$ cat src/rtl/core/ocp_pkg.sv
// ocp_pkg: shared types, codes and constant tables for the orbit camera block.
// No dependencies; imported by ocp_cordic and orbit_camera_position_update.
package ocp_pkg;

  localparam int unsigned CORDIC_W = 34;
  localparam int unsigned TRIG_W   = 32;
  localparam int unsigned ATAN_IDX_W = 5;

  localparam logic signed [CORDIC_W-1:0] CORDIC_GAIN_Q30 = 34'sd652032874;
  localparam logic [31:0] TENTH_RAD_TURN_Q32 = 32'd68356572;

  localparam logic [1:0] DIR_HOLD = 2'd0;
  localparam logic [1:0] DIR_FWD  = 2'd1;
  localparam logic [1:0] DIR_BACK = 2'd2;

  typedef enum logic [6:0] {
    S_IDLE = 7'b0000001,
    S_CAZ  = 7'b0000010,
    S_CEL  = 7'b0000100,
    S_MUL1 = 7'b0001000,
    S_MUL2 = 7'b0010000,
    S_MUL3 = 7'b0100000,
    S_DONE = 7'b1000000
  } ocp_state_e;

  typedef struct packed {
    logic                     done;
    logic signed [TRIG_W-1:0] cos_v;
    logic signed [TRIG_W-1:0] sin_v;
  } ocp_trig_t;

  // atan(2^-i) in units of 2^-32 turn
  function automatic logic [31:0] atan_turn(input logic [ATAN_IDX_W-1:0] idx);
    logic [31:0] r;
    begin
      case (idx)
        5'd0:    r = 32'h20000000;
        5'd1:    r = 32'h12E4051E;
        5'd2:    r = 32'h09FB385B;
        5'd3:    r = 32'h051111D4;
        5'd4:    r = 32'h028B0D43;
        5'd5:    r = 32'h0145D7E1;
        5'd6:    r = 32'h00A2F61E;
        5'd7:    r = 32'h00517C55;
        5'd8:    r = 32'h0028BE53;
        5'd9:    r = 32'h00145F2F;
        5'd10:   r = 32'h000A2F98;
        5'd11:   r = 32'h000517CC;
        5'd12:   r = 32'h00028BE6;
        5'd13:   r = 32'h000145F3;
        5'd14:   r = 32'h0000A2FA;
        5'd15:   r = 32'h0000517D;
        5'd16:   r = 32'h000028BE;
        5'd17:   r = 32'h0000145F;
        5'd18:   r = 32'h00000A30;
        5'd19:   r = 32'h00000518;
        5'd20:   r = 32'h0000028C;
        5'd21:   r = 32'h00000146;
        5'd22:   r = 32'h000000A3;
        5'd23:   r = 32'h00000051;
        default: r = 32'h00000000;
      endcase
      return r;
    end
  endfunction

endpackage

$ cat src/rtl/core/ocp_cordic.sv
// ocp_cordic: iterative CORDIC rotation giving cos and sin (Q1.30) of a binary angle.
// One iteration per cycle after quadrant folding. Depends on ocp_pkg.
module ocp_cordic import ocp_pkg::*; #(
  parameter int unsigned ANGLE_BITS   = 16,
  parameter int unsigned CORDIC_STEPS = 16
) (
  input  logic                  clk_i,
  input  logic                  rst_ni,
  input  logic                  start_i,
  input  logic [ANGLE_BITS-1:0] angle_i,
  output ocp_trig_t             trig_o
);

  localparam int unsigned CNT_W = $clog2(CORDIC_STEPS);
  localparam logic [ANGLE_BITS-1:0] EIGHTH = ANGLE_BITS'(1) << (ANGLE_BITS - 3);

  logic                       busy_q, busy_d;
  logic                       done_q, done_d;
  logic [CNT_W-1:0]           cnt_q, cnt_d;
  logic [1:0]                 quad_q, quad_d;
  logic signed [CORDIC_W-1:0] x_q, x_d, y_q, y_d, z_q, z_d;

  logic [ANGLE_BITS-1:0]      a_plus;
  logic [ANGLE_BITS-1:0]      ru;
  logic [1:0]                 quad_in;
  logic signed [CORDIC_W-1:0] dx, dy, at;
  logic                       last;

  assign a_plus  = angle_i + EIGHTH;
  assign quad_in = a_plus[ANGLE_BITS-1 -: 2];
  assign ru      = angle_i - {quad_in, {(ANGLE_BITS-2){1'b0}}};

  assign dx   = y_q >>> cnt_q;
  assign dy   = x_q >>> cnt_q;
  assign at   = CORDIC_W'(atan_turn(ATAN_IDX_W'(cnt_q)));
  assign last = (cnt_q == CNT_W'(CORDIC_STEPS - 1));

  always_comb begin
    busy_d = busy_q;
    done_d = 1'b0;
    cnt_d  = cnt_q;
    quad_d = quad_q;
    x_d    = x_q;
    y_d    = y_q;
    z_d    = z_q;
    if (start_i) begin
      busy_d = 1'b1;
      cnt_d  = '0;
      quad_d = quad_in;
      x_d    = CORDIC_GAIN_Q30;
      y_d    = '0;
      z_d    = CORDIC_W'($signed(ru)) <<< (32 - ANGLE_BITS);
    end else if (busy_q) begin
      if (!z_q[CORDIC_W-1]) begin
        x_d = x_q - dx;
        y_d = y_q + dy;
        z_d = z_q - at;
      end else begin
        x_d = x_q + dx;
        y_d = y_q - dy;
        z_d = z_q + at;
      end
      cnt_d = cnt_q + 1'b1;
      if (last) begin
        busy_d = 1'b0;
        done_d = 1'b1;
      end
    end
  end

  always_ff @(posedge clk_i or negedge rst_ni) begin
    if (!rst_ni) begin
      busy_q <= 1'b0;
      done_q <= 1'b0;
      cnt_q  <= '0;
    end else begin
      busy_q <= busy_d;
      done_q <= done_d;
      cnt_q  <= cnt_d;
    end
  end

  always_ff @(posedge clk_i) begin
    quad_q <= quad_d;
    x_q    <= x_d;
    y_q    <= y_d;
    z_q    <= z_d;
  end

  // undo the quadrant fold
  always_comb begin
    trig_o.done = done_q;
    case (quad_q)
      2'd0: begin
        trig_o.cos_v = TRIG_W'(x_q);
        trig_o.sin_v = TRIG_W'(y_q);
      end
      2'd1: begin
        trig_o.cos_v = TRIG_W'(-y_q);
        trig_o.sin_v = TRIG_W'(x_q);
      end
      2'd2: begin
        trig_o.cos_v = TRIG_W'(-x_q);
        trig_o.sin_v = TRIG_W'(-y_q);
      end
      default: begin
        trig_o.cos_v = TRIG_W'(y_q);
        trig_o.sin_v = TRIG_W'(-x_q);
      end
    endcase
  end

endmodule

$ cat src/rtl/core/orbit_camera_position_update.sv
// orbit_camera_position_update: orbit angles update and spherical-to-cartesian camera position.
// Azimuth then elevation run in turn through the single CORDIC unit, followed by the
// multiply-and-saturate states S_MUL1, S_MUL2, S_MUL3 around one 32x32 multiplier.
// A new item is taken only in S_IDLE, after the previous result has been loaded to the output.
// Reset: both angles to 0.1 rad, radius 6, no result pending. Depends on ocp_pkg, ocp_cordic.
module orbit_camera_position_update import ocp_pkg::*; #(
  parameter int unsigned ANGLE_BITS   = 16,
  parameter int unsigned CORDIC_STEPS = 16
) (
  input  logic               clk_i,
  input  logic               rst_ni,
  input  logic               cfg_valid_i,
  output logic               cfg_ready_o,
  input  logic [2:0]         cfg_orbit_radius_i,
  input  logic               in_valid_i,
  output logic               in_stall_o,
  input  logic [1:0]         horiz_dir_i,
  input  logic [1:0]         vert_dir_i,
  input  logic [15:0]        step_angle_i,
  output logic               out_valid_o,
  input  logic               out_stall_i,
  output logic signed [15:0] pos_x_o,
  output logic signed [15:0] pos_y_o,
  output logic signed [15:0] pos_z_o,
  output logic               up_negative_o,
  output logic [15:0]        azimuth_out_o,
  output logic [15:0]        elevation_out_o
);

  localparam logic [ANGLE_BITS-1:0] ANGLE_RST = ANGLE_BITS'(
    ((64'(TENTH_RAD_TURN_Q32) << ANGLE_BITS) + 64'h8000_0000) >> 32);

  ocp_state_e              state_q, state_d;
  logic [ANGLE_BITS-1:0]   az_q, az_d, el_q, el_d;
  logic [2:0]              radius_q;
  logic                    out_valid_q;
  logic                    accept;
  logic                    out_load;

  logic [ANGLE_BITS+15:0]  step_ext;
  logic [ANGLE_BITS-1:0]   step;
  logic [ANGLE_BITS+15:0]  az_ext, el_ext;

  logic                    cor_start;
  logic [ANGLE_BITS-1:0]   cor_angle;
  ocp_trig_t               trig;

  logic signed [TRIG_W-1:0] ca_q, sa_q;
  logic signed [TRIG_W-1:0] mul_b;
  logic signed [63:0]       prod, prod_q;
  logic signed [39:0]       rad_s, prod_sh, scaled, y_scaled;
  logic [15:0]              px_q, py_q, pz_q;

  function automatic logic [ANGLE_BITS-1:0] apply_dir(input logic [ANGLE_BITS-1:0] ang,
                                                      input logic [1:0] dir,
                                                      input logic [ANGLE_BITS-1:0] stp);
    logic [ANGLE_BITS-1:0] r;
    begin
      case (dir)
        DIR_FWD:  r = ang + stp;
        DIR_BACK: r = ang - stp;
        default:  r = ang;
      endcase
      return r;
    end
  endfunction

  function automatic logic [15:0] sat_q12(input logic signed [39:0] v);
    logic signed [39:0] t;
    begin
      t = (v + 40'sd131072) >>> 18;
      if (t > 40'sd32767) return 16'h7FFF;
      else if (t < -40'sd32768) return 16'h8000;
      else return t[15:0];
    end
  endfunction

  assign cfg_ready_o = 1'b1;
  assign in_stall_o  = (state_q != S_IDLE);
  assign accept      = in_valid_i && !in_stall_o;
  assign out_load    = (state_q == S_DONE) && (!out_valid_q || !out_stall_i);

  assign step_ext = {{ANGLE_BITS{1'b0}}, step_angle_i};
  assign step     = step_ext[ANGLE_BITS-1:0];
  assign az_d     = accept ? apply_dir(az_q, horiz_dir_i, step) : az_q;
  assign el_d     = accept ? apply_dir(el_q, vert_dir_i, step) : el_q;

  assign cor_start = accept || ((state_q == S_CAZ) && trig.done);
  assign cor_angle = accept ? az_d : el_q;

  ocp_cordic #(
    .ANGLE_BITS  (ANGLE_BITS),
    .CORDIC_STEPS(CORDIC_STEPS)
  ) u_cordic (
    .clk_i  (clk_i),
    .rst_ni (rst_ni),
    .start_i(cor_start),
    .angle_i(cor_angle),
    .trig_o (trig)
  );

  // shared multiplier: cos(el)*sin(az), then cos(el)*cos(az)
  assign mul_b    = (state_q == S_MUL1) ? sa_q : ca_q;
  assign prod     = trig.cos_v * mul_b;
  assign rad_s    = 40'({1'b0, radius_q});
  assign prod_sh  = 40'(prod_q >>> 30);
  assign scaled   = prod_sh * rad_s;
  assign y_scaled = 40'(trig.sin_v) * rad_s;

  always_comb begin
    state_d = state_q;
    case (state_q)
      S_IDLE: if (accept) state_d = S_CAZ;
      S_CAZ:  if (trig.done) state_d = S_CEL;
      S_CEL:  if (trig.done) state_d = S_MUL1;
      S_MUL1: state_d = S_MUL2;
      S_MUL2: state_d = S_MUL3;
      S_MUL3: state_d = S_DONE;
      S_DONE: if (out_load) state_d = S_IDLE;
      default: state_d = S_IDLE;
    endcase
  end

  always_ff @(posedge clk_i or negedge rst_ni) begin
    if (!rst_ni) begin
      state_q     <= S_IDLE;
      az_q        <= ANGLE_RST;
      el_q        <= ANGLE_RST;
      radius_q    <= 3'd6;
      out_valid_q <= 1'b0;
    end else begin
      state_q <= state_d;
      az_q    <= az_d;
      el_q    <= el_d;
      if (cfg_valid_i && cfg_ready_o) radius_q <= cfg_orbit_radius_i;
      if (out_load) out_valid_q <= 1'b1;
      else if (!out_stall_i) out_valid_q <= 1'b0;
    end
  end

  assign az_ext = {16'h0, az_q};
  assign el_ext = {16'h0, el_q};

  always_ff @(posedge clk_i) begin
    if ((state_q == S_CAZ) && trig.done) begin
      ca_q <= trig.cos_v;
      sa_q <= trig.sin_v;
    end
    if ((state_q == S_MUL1) || (state_q == S_MUL2)) prod_q <= prod;
    if (state_q == S_MUL1) py_q <= sat_q12(y_scaled);
    if (state_q == S_MUL2) px_q <= sat_q12(scaled);
    if (state_q == S_MUL3) pz_q <= sat_q12(scaled);
    if (out_load) begin
      pos_x_o         <= px_q;
      pos_y_o         <= py_q;
      pos_z_o         <= pz_q;
      up_negative_o   <= el_q[ANGLE_BITS-1] ^ el_q[ANGLE_BITS-2];
      azimuth_out_o   <= az_ext[15:0];
      elevation_out_o <= el_ext[15:0];
    end
  end

  assign out_valid_o = out_valid_q;

  a_state_onehot: assert property (@(posedge clk_i) disable iff (!rst_ni)
    $onehot(state_q)) else $error("state register not one-hot");

  a_accept_starts_az: assert property (@(posedge clk_i) disable iff (!rst_ni)
    accept |=> (state_q == S_CAZ)) else $error("item accepted but azimuth pass not started");

  a_done_in_pass: assert property (@(posedge clk_i) disable iff (!rst_ni)
    trig.done |-> (state_q == S_CAZ || state_q == S_CEL))
    else $error("CORDIC finished outside a rotation pass");

  a_angles_hold: assert property (@(posedge clk_i) disable iff (!rst_ni)
    (state_q != S_IDLE) |=> ($stable(az_q) && $stable(el_q)))
    else $error("angle state changed while an item is in flight");

endmodule
$ cat config.mk
export PLATFORM = sky130hd
export DESIGN_NAME = orbit_camera_position_update
export DESIGN_NICKNAME = d
export VERILOG_FILES = /design/src/rtl/core/ocp_pkg.sv /design/src/rtl/core/ocp_cordic.sv /design/src/rtl/core/orbit_camera_position_update.sv
export SDC_FILE = /design/constraint.sdc
export NUM_CORES = 2
export LEC_CHECK = 0
export ABC_AREA = 0
export BUFFER_PORTS_ARGS = -buffer_cell sky130_fd_sc_hd__buf_4
export CAP_MARGIN = 0
export CORE_ASPECT_RATIO = 1.25
export CORE_MARGIN = 2
export CORE_UTILIZATION = 30
export CTS_CLUSTER_DIAMETER = 30
export DETAILED_ROUTE_END_ITERATION = 16
export GPL_TIMING_DRIVEN = 0
export HOLD_SLACK_MARGIN = 0.06
export PLACE_DENSITY_LB_ADDON = 0.1
export SYNTH_ARGS = -nofsm -noshare
export SYNTH_HDL_FRONTEND = slang
export SYNTH_HIERARCHICAL = 1
export SYNTH_SLANG_ARGS = --single-unit
$ cat constraint.sdc
create_clock -name clk_i -period 21.8 [get_ports clk_i]
set_clock_uncertainty 0.15 [all_clocks]
set_input_delay 0 -clock clk_i [delete_from_list [all_inputs] [get_ports clk_i]]
set_output_delay 0 -clock clk_i [all_outputs]
set_load 0.02 [all_outputs]
* Yosys cells after proc, flatten, opt, wreduce, memory -nomap -nowiden
Memory sizes are Yosys's and may differ from the RTL's.
Index checks and enable logic that the tools add are counted.
** Storage, ports and cells
- Memories :: 1
- Bits of input ports :: 28
- Flip-flop bits (word level) :: 410
- Logic and storage cells :: 116
- ROM bits :: 480
** Operators by class
- Order comparisons :: 4
- Mux-type cells :: 29
- $mul :: 3
- Shifts and indexed selects :: 2
- $add $sub $neg :: 17
- Bitwise logic cells :: 1
- Reduce and logical (&&, ||, !) cells :: 14
- Equality and inequality tests :: 20
** Memory list
- (name not given) :: depth 16, bits a word 30, rd ports 1, clocked after Yosys merged registers in 0, write ports 0, RTL line ocp_pkg.sv:36 : case (idx)
** Operator list (number)
- 64-bit one-hot mux with 3 select lines :: 1
- 34-bit two-way mux :: 5
- 16-bit two-way mux :: 5
- 34-bit adder :: 2
- 34-bit by 4-bit >>> shifter with 34-bit output :: 2
- 34-bit subtractor :: 2
- 32-bit by 32-bit multiplier with 64-bit output :: 1
- 32-bit negator :: 2
- 16-bit one-hot mux with 2 select lines :: 2
- 7-bit one-hot mux with 7 select lines :: 1
- 16-bit subtractor :: 3
- 38-bit by 19-bit adder with 39-bit output, second input constant :: 1
- 34-bit by 4-bit multiplier with 38-bit output :: 1
- 36-bit by 19-bit adder with 37-bit output, second input constant :: 1
- 32-bit by 4-bit multiplier with 36-bit output :: 1
- 34-bit by 33-bit adder with 34-bit output :: 1
- 34-bit by 33-bit subtractor with 34-bit output :: 1
- 16-bit adder :: 2
- 32-bit two-way mux :: 1
- 7-bit two-way mux :: 4
- 21-bit by 16-bit > comparator with 1-bit output, second input constant :: 1
- 21-bit by 16-bit less-than comparator with 1-bit output, second input constant :: 1
- 19-bit by 16-bit > comparator with 1-bit output, second input constant :: 1
- 19-bit by 16-bit less-than comparator with 1-bit output, second input constant :: 1
- other kinds (25) :: 47

* Longest topological paths before layout
- Word-level depth :: 8
- Mapped depth :: 40

* Cells and area by module
Netlist, hierarchy kept.
** Modules (own cells, without submodules)
- orbit_camera_position_update :: times used 1, sequential area each 7906.3 µm², cells each 5555, area an instance 54418.4 µm²
- ocp_cordic :: times used 1, sequential area each 2432.3 µm², cells each 2258, area an instance 17699.5 µm²

* Least setup slack after synthesis
No wires, ideal clock.
- Path kind :: register to register
- Start :: reg u_cordic.x_q[1]
- End :: reg prod_q[57] (data pin)
- Setup slack :: 10782 ps
- Cell stages (with the launch flop) :: 38
- Arrival time :: 10606 ps
- Buffers on the path :: 3
- Path through :: dfxtp_1 inv_1 ha_1 or3b_4 or4_4 or4_4 nand3b_4 or4_4 or4_4 o21ai_0 xnor2_1 nor2_1 a21oi_1 clkbuf_1 clkbuf_1 nand2_1 fa_1 inv_1 (+2 left out) inv_1 fa_1 inv_1 fa_1 fa_1 fa_1 fa_1 ha_1 clkbuf_1 nand4_1 or3_1 nor4_1 nand2_1 o31a_2 o21ai_2 a21oi_1 o31ai_1 xnor2_1
** RTL lines
- start: declaration :: RTL line ocp_cordic.sv:21 : logic signed [CORDIC_W-1:0] x_q, x_d, y_q, y_d, z_q, z_d;
- start signal: assignment :: RTL line ocp_cordic.sv:85 : x_q <= x_d;
- end signal: assignment :: RTL line orbit_camera_position_update.sv:149 : if ((state_q == S_MUL1) || (state_q == S_MUL2)) prod_q <= prod;
- end: declaration :: RTL line orbit_camera_position_update.sv:50 : logic signed [63:0] prod, prod_q;

==> metrics.txt <==
largest net degree at the start of global routing=39; Antenna Violating Nets Remaining=0; period utilization=66.83%; vias in the first global route=61.96k; Final setup viols=0; sequential area share after synthesis=14.34%; GP Congestion=0.9765; Syn Area/Cell=9.231 µm²; nets@finish=9819; num ports=112; RSZ-0062 raised after global routing=no; Die X=442.5 µm; Num CTS Buffers=115; Max Cap Violations=2; worst slew pin tran=1543 ps; FMAX=68.64 MHz; PostCTS Resize Cnt=0; root buffer cell=clkbuf_16; CTS tree=done; die footprint=0.2444 mm²; startpoint type of the worst setup path=register; placement row count=201; share of post-route cells with drive strength above 1=7.105%; antenna violations before repair=22; critical path class=register to register; Most Used Layer, Global Route=met2; number of remaining DRC errors=0; via/cell ratio=5.102; floorplan core area=0.2394 mm²; Setup Fix Bufs, Post-CTS=0; syn_nets=9523; area grow syn2layout=13.32%; Worst-path clk slew=50 ps; worst-path fanout max=10; YS warnings=6; max incr delay on CP=930 ps; Pre-antenna DRT Iters=6; failing checks=max-capacitance violations, max-slew violations; met2 usage=42.76%; met1 Usage GRT=28.45%; worst hold path type=input port to register; DR iter-0 viols=3729; count of state elements after synthesis=380; DRT Wirelength=299.9 mm; critical path endpoint category=register; clk_lat worst skew=770 ps; Post-synth top flop=edfxtp_1; first-pass GRT wire length=432.0 mm; Worst EP required=22100 ps; DR vias=58.02k; status=finished with violations; asr flop ratio synth=12.89%; hold path cells=7; worst-case reg-to-reg path depth=33; Initial Utilization=30.12%; EDFF count, synth=247; Slew Limit Fails=5; Chip Height=552.2 µm; mean routed wirelength per cell=26.37 µm; Slew HR=-3.925%; clk sinks=380; synth unique cells=110; CP max-delay cell=nand4_1; total congestion overflow=0; port bufs=110; min Tclk post-route=14570 ps; worst-case clock buffer depth=3; Most common cell on crit path=fa_1; Netlist Area Pre-Place=0.07212 mm²; Mapped Cells=7813; met3 Use GR=3.274%; Hold Buf Count CTS=57; All-Layer GR Usage=24.37%; Arr. time, crit path=14870 ps; CTS H-tree lvls=3; TNS Setup=0 ps; hold slack=185.7 ps; post-DP HPWL=248.0 mm; final hold viol count=0
path summary, 6_finish.rpt:
path	startpoint	end	slack [ps]
max in group asynchronous	rst_ni	u_cordic/cnt_q[2]	20850
setup / recovery	u_cordic/x_q[1]	prod_q[63]	7230
hold / removal	horiz_dir_i[1]	u_cordic/z_q[19]	190
setup reg to reg	u_cordic/x_q[1]	prod_q[63]	7230
hold reg to reg	pz_q[3]	pos_z_o[3]	220
min in group asynchronous	rst_ni	az_q[1]	340
cell families (layout without fill, tap and decap cells):
family / count (synthesis) / in the layout / synth area share (%)
other: 1 / 22 / 0.005200
and+or+nand+nor: 2325 / 2325 / 15.96
buffers and inverters: 1726 / 2119 / 9.141
DFF: 380 / 380 / 14.34
AOI/OAI and AO/OA: 1057 / 1057 / 9.638
xor gates and xnor gates: 386 / 386 / 4.717
muxes: 256 / 256 / 5.024
adders and majority gates: 1682 / 1682 / 41.17
layout make-up:
| class | instances | area, µm² |
|---|---|---|
| Clock buffer | 147 | 3118 |
| Fill cell | 25096 | 157700 |
| Sequential cell | 380 | 10340 |
| Antenna cell | 21 | 52.55 |
| Timing Repair Buffer | 179 | 1599 |
| Tap cell | 3146 | 3936 |
| Clock inverter | 67 | 870.8 |
| Buffer | 433 | 1740 |
| Inverter | 1293 | 4853 |
| Multi-Input combinational cell | 5707 | 55220 |
layer usage:
metal  vias to the layer above  wire [µm]
li1                      25710          -
met1                     29889     115600
met2                      1822     149200
met3                       595      14870
met4                         4      20170
met5                         -         34
critical path: cells and delay by family (launching register included):
kind,cells,cell delay (ps)
flip-flops,1,440
adder cells (fa/ha/maj),10,4880
AO/OA/AOI/OAI,7,2820
XOR/XNOR,2,380
buffers and inverters,3,980
AND/OR/NAND/NOR,11,4630
Yosys cell counts, drive strengths merged (11+ instances only):
cell    count  area share [%]
a21oi     281             2.0
ha        530             9.2
mux4       77             2.4
nand3      63            0.44
a21o      162             1.7
o21ai     214             1.5
o22ai      14            0.12
nor3       79            0.56
nand4      28            0.24
nor4       16            0.18
buf        87            0.61
or2        25            0.22
inv      1292             6.7
xor2      126             1.5
o31ai      24            0.26
o211ai     34            0.36
a31o       12            0.15
fa       1152              32
nor2b     277             2.4
or3        25            0.22
mux2       69             1.1
a21boi     11            0.11
a41oi      12            0.15
dfxtp      84             2.3
o21bai     31            0.32
or4        14            0.17
nand2b     64            0.56
xnor2     259             3.2
dfstp      11            0.40
a211oi     42            0.45
a31oi      51            0.44
and3       40            0.35
mux2i     110             1.5
o21a       33            0.34
and2      426             3.7
clkbuf    346             1.8
nor2      342             1.8
dfrtp      38             1.3
edfxtp    247              10
nand2     882             4.6
flip-flops by register name (all words and copies together) (netlist names), 2 cells and up:
signal	count
azimuth_out_o	16
el_q	16
u_cordic/y_q	34
py_q	16
az_q	16
u_cordic/quad_q	2
sa_q	32
ca_q	32
pz_q	16
radius_q	3
pos_x_o	16
u_cordic/cnt_q	4
pos_z_o	16
prod_q	34
elevation_out_o	16
state_q	7
px_q	16
pos_y_o	16
u_cordic/z_q	34
u_cordic/x_q	34
through the flow:
step	worst slack, ps	area, µm²	std cells	utilization (%)
final	7232	81730	11373	34.14
after detailed placement	7167	77070	11080	32.19
after floorplan	10780	72120	7813	-
after global routing	6707	81680	11356	34.12
after global placement	6392	76880	11069	32.11
after CTS	7147	81650	11351	34.10
cells in the final DEF (no fill, tap or decap), drive strengths merged, types with 162 or more instances in the layout:
cell type / instances
a21o: 162
a21oi: 281
and2: 426
buf: 210
clkbuf: 493
edfxtp: 247
fa: 1152
ha: 530
inv: 1300
nand2: 882
nor2: 342
nor2b: 277
o21ai: 214
xnor2: 259
Power is not shown: default switching activity piles up to over one toggle a cycle in this logic, so the estimate is an artifact.
